===== src/hdl/tksit_pkg.sv =====
// package for the top-k sorted insert table
// entry type, depth default and name cleanup function; no dependencies
package tksit_pkg;

  localparam int TK_DEPTH = 16;

  localparam int SCORE_W = 31;
  localparam int LEVEL_W = 8;
  localparam int TIME_W  = 32;
  localparam int NAME_W  = 64;
  localparam int INDEX_W = 4;
  localparam int RANK_W  = 4;
  localparam int COUNT_W = 5;

  localparam int IN_DATA_W  = 208;
  localparam int OUT_DATA_W = 216;

  typedef enum logic {
    MODE_INSERT = 1'b0,
    MODE_READ   = 1'b1
  } mode_t;

  typedef struct packed {
    logic [NAME_W-1:0]  name_high;
    logic [NAME_W-1:0]  name_low;
    logic [TIME_W-1:0]  timestamp;
    logic [LEVEL_W-1:0] level;
    logic [SCORE_W-1:0] score;
  } entry_t;

  // command broadcast to every cell
  typedef struct packed {
    logic   ins_en;
    entry_t cand;
  } cell_cmd_t;

  // zero every byte after the first zero byte
  function automatic logic [2*NAME_W-1:0] clean_name(input logic [2*NAME_W-1:0] name);
    logic [2*NAME_W-1:0] res;
    logic                ended;
    res   = name;
    ended = 1'b0;
    for (int b = 0; b < 16; b++) begin
      if (ended) begin
        res[b*8 +: 8] = 8'h00;
      end else if (name[b*8 +: 8] == 8'h00) begin
        ended = 1'b1;
      end
    end
    return res;
  endfunction

endpackage


===== src/hdl/tksit_cell.sv =====
// one slot of the sorted table: holds an entry, compares it with the new score
// and takes the new entry or its upper neighbor's entry on insert; uses tksit_pkg
module tksit_cell (
  input  logic                 clk,
  input  tksit_pkg::cell_cmd_t cmd,
  input  logic                 valid_i,
  input  logic                 prev_gt_i,
  input  tksit_pkg::entry_t    prev_entry_i,
  output tksit_pkg::entry_t    entry_o,
  output logic                 gt_o
);
  import tksit_pkg::*;

  entry_t entry_r;
  entry_t entry_nxt;

  assign gt_o    = valid_i && (entry_r.score > cmd.cand.score);
  assign entry_o = entry_r;

  always_comb begin
    entry_nxt = entry_r;
    if (cmd.ins_en && !gt_o) begin
      entry_nxt = prev_gt_i ? cmd.cand : prev_entry_i;
    end
  end

  always_ff @(posedge clk) begin
    entry_r <= entry_nxt;
  end

endmodule


===== config.mk =====
export PLATFORM = sky130hd
export DESIGN_NAME = tksit_cell
export DESIGN_NICKNAME = d
export VERILOG_FILES = /design/src/hdl/tksit_pkg.sv /design/src/hdl/tksit_cell.sv
export SDC_FILE = /design/constraint.sdc
export NUM_CORES = 1
export LEC_CHECK = 0
export ABC_AREA = 1
export BUFFER_PORTS_ARGS = -buffer_cell sky130_fd_sc_hd__clkbuf_2
export CORE_AREA = 2 2 237 239
export DETAILED_ROUTE_END_ITERATION = 8
export DIE_AREA = 0 0 239 241
export HOLD_SLACK_MARGIN = 0.05
export MAX_ROUTING_LAYER = met4
export PLACE_DENSITY_LB_ADDON = 0.1
export SLEW_MARGIN = 0
export SYNTH_ARGS = -nofsm -noshare
export SYNTH_HDL_FRONTEND = slang
export SYNTH_SLANG_ARGS = --single-unit

===== constraint.sdc =====
create_clock -name clk -period 13.06 [get_ports clk]
set_input_delay 2.612 -clock clk [delete_from_list [all_inputs] [get_ports clk]]
set_output_delay 2.612 -clock clk [all_outputs]
set_load 0.005 [all_outputs]

==> flow_summary.yaml, run 1 <==
pwr:
  leakage_nw: 6.129
  finalPower_w: 0.001570
  power.density_nw_per_um2: 115.5
  ir_worst_vdd_uv: 94.58
worst_setup_path:
  crit_start: "cmd[27]"
  critical_path_class: "input port to primary output"
  reg2reg_from: "entry_o[24]$_DFFE_PP_"
  ff2ff_setup_slack_ps: 8800
  required_ps: 10450
  startpoint_type: "input port"
  crit_fanout: 2
  cp-end-kind: "primary output"
  worstPathArrival_ps: 4030
detailed_routing:
  routedWlPerCell_um: 18.93
  drt_first_pass_iters: 4
  initialDrtViolationCount: 248
  viasPerCell: 3.699
  antenna_left: 0
  routed_wl_um: 36780
  drc: 0
  num_vias: 7188
clock_network:
  clk_path_buf_depth: 2
  post_cts_resized: 0
  clock_sinks: 199
  clkTransAtPathRegs_ps: 80
  cts_tree: "yes"
  hold_buffers: 0
  numCtsBuffers: 17
  post_cts_buffers: 0
  cts-root-buf: "clkbuf_16"
  cts_max_level: 4
  clkLatencyLatePin_ps: 490
timing:
  fin_ws_ps: 6420
  slew_headroom: 0.3904
  fmax_mhz: 150.6
  final-setup-viol-count: 0
  hold_viol_final: 0
  worst_clock_skew_ps: 13.24
  grt_setup_unrepaired: "no"
  post-route-min-period_ps: 6640
  tightest_slew_ps: 914.4
  fin_crit_sh: 0.5085
  slew_violations: 0
  fin_worst_hold_slack_ps: 1332
  tns_ps: 0
layout:
  syn_to_final_growth_pct: 46.08
  stdcell_count: 1943
  final_nets: 1651
  drive_gt1_frac: 0.6564
  fillers: 5929
  largest_reg_flops: 199
placement:
  post-place-cells: 1903
  place_hpwl_um: 29650
  port_buffers: 601
  place_congestion: 0.7770
  pre_cts_slack_ps: 6267
synth:
  synth.cell_area_um2: 9310
  netlist_top_cells_count: "edfxtp_1 (199), mux2_2 (169), inv_1 (48)"
  syn_nets: 1051
  synthFlopType: "edfxtp_1"
  yosysMostFrequentCell: "edfxtp_1"
  ys_ff_latch: 199
  synth_top_area_cell: "edfxtp_1"
  synth_cells: 618
  seq_area_frac_synth: 0.6418
  synthTopCellsByArea: "edfxtp_1 (64%), mux2_2 (20%), ha_1 (4.2%)"
  synth-edff-count: 199
  avgSynthCellArea_um2: 15.07
  ys_warn_count: 0
  yosysTopAreaCellShare: 0.6418
  synth_cell_types: 18
  async_flop_share: 0
floorplan:
  ios: 602
  die_height_um: 241
  coreArea_um2: 54880
  die_w_um: 239
  start_util: 0.1697
  row_count: 86
  die-area_um2: 57600
global_route:
  grt_overflow: 0
  track_usage: 0.1300
  grt_pass1_wl_um: 51210
  antenna_found_initial: 8
  grt_pass1_vias: 7835
  grt_max_degree: 92
run_status:
  status: "complete, no violations"
min_path:
  hp-start: "entry_o[14]$_DFFE_PP_"
  hp-class: "flop to flop"
run:
  cap_violations: 0
[layout by cell type, fill, tap and decap left out, types with 2 or more instances in the layout]
master,n
clkbuf_2,600
edfxtp_1,199
mux2_2,169
inv_1,48
nand2_1,45
nor2_1,43
a21oi_1,40
ha_1,31
clkbuf_16,17
diode_2,8
nand3_1,5
clkinv_4,5
buf_4,5
nand4_1,3
clkinv_1,3
inv_8,3
nand2_2,2
a21o_1,2
nor3_1,2
[final timing paths]
check                                        endpoint  depth (start not counted)
worst max-delay path                             gt_o                         11
worst min-delay path            entry_o[10]$_DFFE_PP_                          8
worst max register to register  entry_o[71]$_DFFE_PP_                         11
worst min register to register  entry_o[10]$_DFFE_PP_                          8
[stage by stage]
step | util | instance area, µm²
2_1_floorplan | - | 9314
3_3_place_gp | 0.2375 | 13030
3_5_place_dp | 0.2375 | 13030
4_1_cts | 0.2475 | 13580
5_1_grt | 0.2478 | 13600
6_report | 0.2478 | 13600
[critical path, cell delays in order]
cell	delay [ps]
clkbuf_2	100
inv_1	60
ha_1	340
nand2_1	80
nor2_2	90
and2_4	160
nand2_2	50
nor2_1	80
nor2_1	60
a21oi_1	210
clkbuf_2	180
[report_power, final]
group | switching, W | total, W | leakage (nW) | internal (W)
clock | 0.000279 | 0.000528 | 0.270 | 0.000249
sequential | 0.0000156 | 0.000785 | 1.91 | 0.000770
combinational | 0.000130 | 0.000257 | 3.95 | 0.000127
[layer usage]
layer  up-vias  GRT usage  routed length [µm]
li1       3484          -                   -
met1      3350     0.1336               13790
met2       323     0.2174               18590
met3        31    0.06131                3721
met4         0    0.04659                 675
met5         -          -                   0
[final cells by class]
type | count | area, µm² | share of cell area
inverter | 48 | 180.2 | 0.01325
antenna | 8 | 20.02 | 0.001472
clock inverter | 14 | 118.9 | 0.008740
sequential | 199 | 5976 | 0.4394
tap | 704 | 880.8 | 0.06477
multi-input combinational | 346 | 2942 | 0.2163
clock buffer | 18 | 429.2 | 0.03155
timing repair buffer | 606 | 3054 | 0.2246
[logic make-up (layout without fill, tap and decap cells)]
logic type               Yosys count  count (layout)  synth area share
buffers and inverters             73             686           0.04341
AND/OR/NAND/NOR                  103             103           0.04502
AO/OA/AOI/OAI                     43              43           0.02365
multiplexers                     169             169            0.2044
other                              0               8                 0
flip-flops                       199             199            0.6418
adder cells (fa/ha/maj)           31              31           0.04166
Power figures use the tool's default switching activity.
==> run 2, diff against run 1 <==
- clock period: 13.06 -> 5.6 ns (I/O delays scaled with it)
==> flow_summary.yaml, run 2 (synthesis gave the netlist of run 1 again) <==
clock_network:
  cts_max_level: 4
  clock_sinks: 199
  cts-root-buf: "clkbuf_16"
  post_cts_resized: 0
  post_cts_buffers: 0
  clkLatencyLatePin_ps: 500
  hold_buffers: 0
  numCtsBuffers: 17
  clkTransAtPathRegs_ps: 80
  clk_path_buf_depth: 2
  cts_tree: "yes"
worst_setup_path:
  worstPathArrival_ps: 2460
  startpoint_type: "input port"
  critical_path_class: "input port to primary output"
  timing.critical_path.cells: "clkbuf_2 -> inv_1 -> ha_1 -> nand2_1 -> nor2_1 -> inv_1 -> nor2_1 -> nand2_1 -> nand2_1 -> nand2_1 -> a21oi_1 -> clkbuf_2"
  crit_top_cell: "nand2_1"
  crit_fanout: 3
  required_ps: 4480
  cp-end-kind: "primary output"
  r2r-end: "entry_o[135]$_DFFE_PP_"
  ff2ff_setup_slack_ps: 2960
  cpMaxStageDelayCell: "ha_1"
  reg2regPathDepth: 11
  reg2reg_from: "entry_o[22]$_DFFE_PP_"
  cpPeakStageDelay_ps: 340
global_route:
  antenna_found_initial: 5
  grt_pass1_wl_um: 50520
  grt_max_degree: 100
  track_usage: 0.1281
  grt_overflow: 0
  grt_pass1_vias: 7692
timing:
  fin_crit_sh: 0.6390
  fin_ws_ps: 2021
  slew_violations: 0
  tns_ps: 0
  fmax_mhz: 279.4
  worst_clock_skew_ps: 22.89
  post-route-min-period_ps: 3579
  grt_setup_unrepaired: "no"
  hold_viol_final: 0
  tightest_slew_ps: 833.7
  final-setup-viol-count: 0
  fin_worst_hold_slack_ps: 918.4
  slew_headroom: 0.4442
placement:
  place_hpwl_um: 29400
  pre_cts_slack_ps: 1982
  place_congestion: 0.7720
  port_buffers: 601
layout:
  final_cell_mix: "clkbuf_2 (600), edfxtp_1 (199), mux2_2 (169)"
  final_nets: 1652
  syn_to_final_growth_pct: 49.80
  utilization: 0.2542
  fillers: 5883
  layout_commonest_cell: "clkbuf_2"
  largest_reg_flops: 199
  drive_gt1_frac: 0.6897
detailed_routing:
  routedWlPerCell_um: 18.72
  num_vias: 7212
  routed_wl_um: 36340
  antenna_left: 0
  viasPerCell: 3.716
  drt_first_pass_iters: 4
  drc: 0
  initialDrtViolationCount: 315
floorplan:
  row_count: 86
  die_height_um: 241
  ios: 602
  start_util: 0.1697
  die_w_um: 239
  die-area_um2: 57600
  coreArea_um2: 54880
min_path:
  hold_depth: 2
  hp-class: "input port to flop"
  min_to: "entry_o[162]$_DFFE_PP_"
  hp-start: "cmd[162]"
run:
  cap_violations: 0
pwr:
  ir_worst_vdd_uv: 226.7
  finalPower_w: 0.003816
  power.density_nw_per_um2: 273.6
  leakage_nw: 6.157
run_status:
  status: "complete, no violations"
==> run 2: changes by cell type in the layout (fill, tap and decap cells not counted), sizes merged <==
cell / change
clkinv: -6
bufinv: +3
clkinvlp: +2
diode: -2
buf: +1
clkbuf: -1
inv: +1
==> run 2: cell type report <==
| cell class | count | area (µm²) | area share |
|---|---|---|---|
| flip-flops and latches | 199 | 5976 | 0.4285 |
| multi-input cells | 346 | 3149 | 0.2258 |
| repair buffers | 607 | 3099 | 0.2222 |
| well taps | 704 | 880.8 | 0.06316 |
| clock buffers | 17 | 425.4 | 0.03050 |
| inverters | 48 | 210.2 | 0.01507 |
| clock inverters | 14 | 191.4 | 0.01373 |
| diodes | 6 | 15.01 | 0.001077 |
==> run 2: through the flow <==
stage                     area [µm²]  cells
after floorplan                 9559    618
final                          13950   1941
after detailed placement       13320   1904
after global placement         13320   1904
after global routing           13940   1939
after CTS                      13930   1935
==> run 2: worst max-delay path, delay by kind of cell <==
family                   cells  cell delay [ps]
AO/OA/AOI/OAI                1              180
adder cells (fa/ha/maj)      1              340
buffers and inverters        4              340
AND/OR/NAND/NOR              6              460
==> run 2: worst max path at each step <==
stage	end	slack (ps)	start	cells after the start
after global placement	gt_o	1920	cmd[7]	11
after CTS	gt_o	1980	cmd[7]	11
after global routing	gt_o	1860	cmd[12]	12
final	gt_o	2020	cmd[12]	12
after detailed placement	gt_o	1980	cmd[7]	11
after floorplan	entry_o[0]$_DFFE_PP_	-100	cmd[7]	10
==> run 2: where the power goes <==
part	switching, W	internal (W)
registers	0.0000422	0.00179
clock network	0.000639	0.000713
logic	0.000312	0.000315
total	0.000994	0.00282
==> run 2: metal layers <==
layer  track usage  wire, µm  vias to the layer above
met1        0.1279     12920                     3389
met3       0.05833      3765                       31
met4       0.04962       749                        0
met5             -         0                        -
li1              -         -                     3475
met2        0.2187     18900                      317
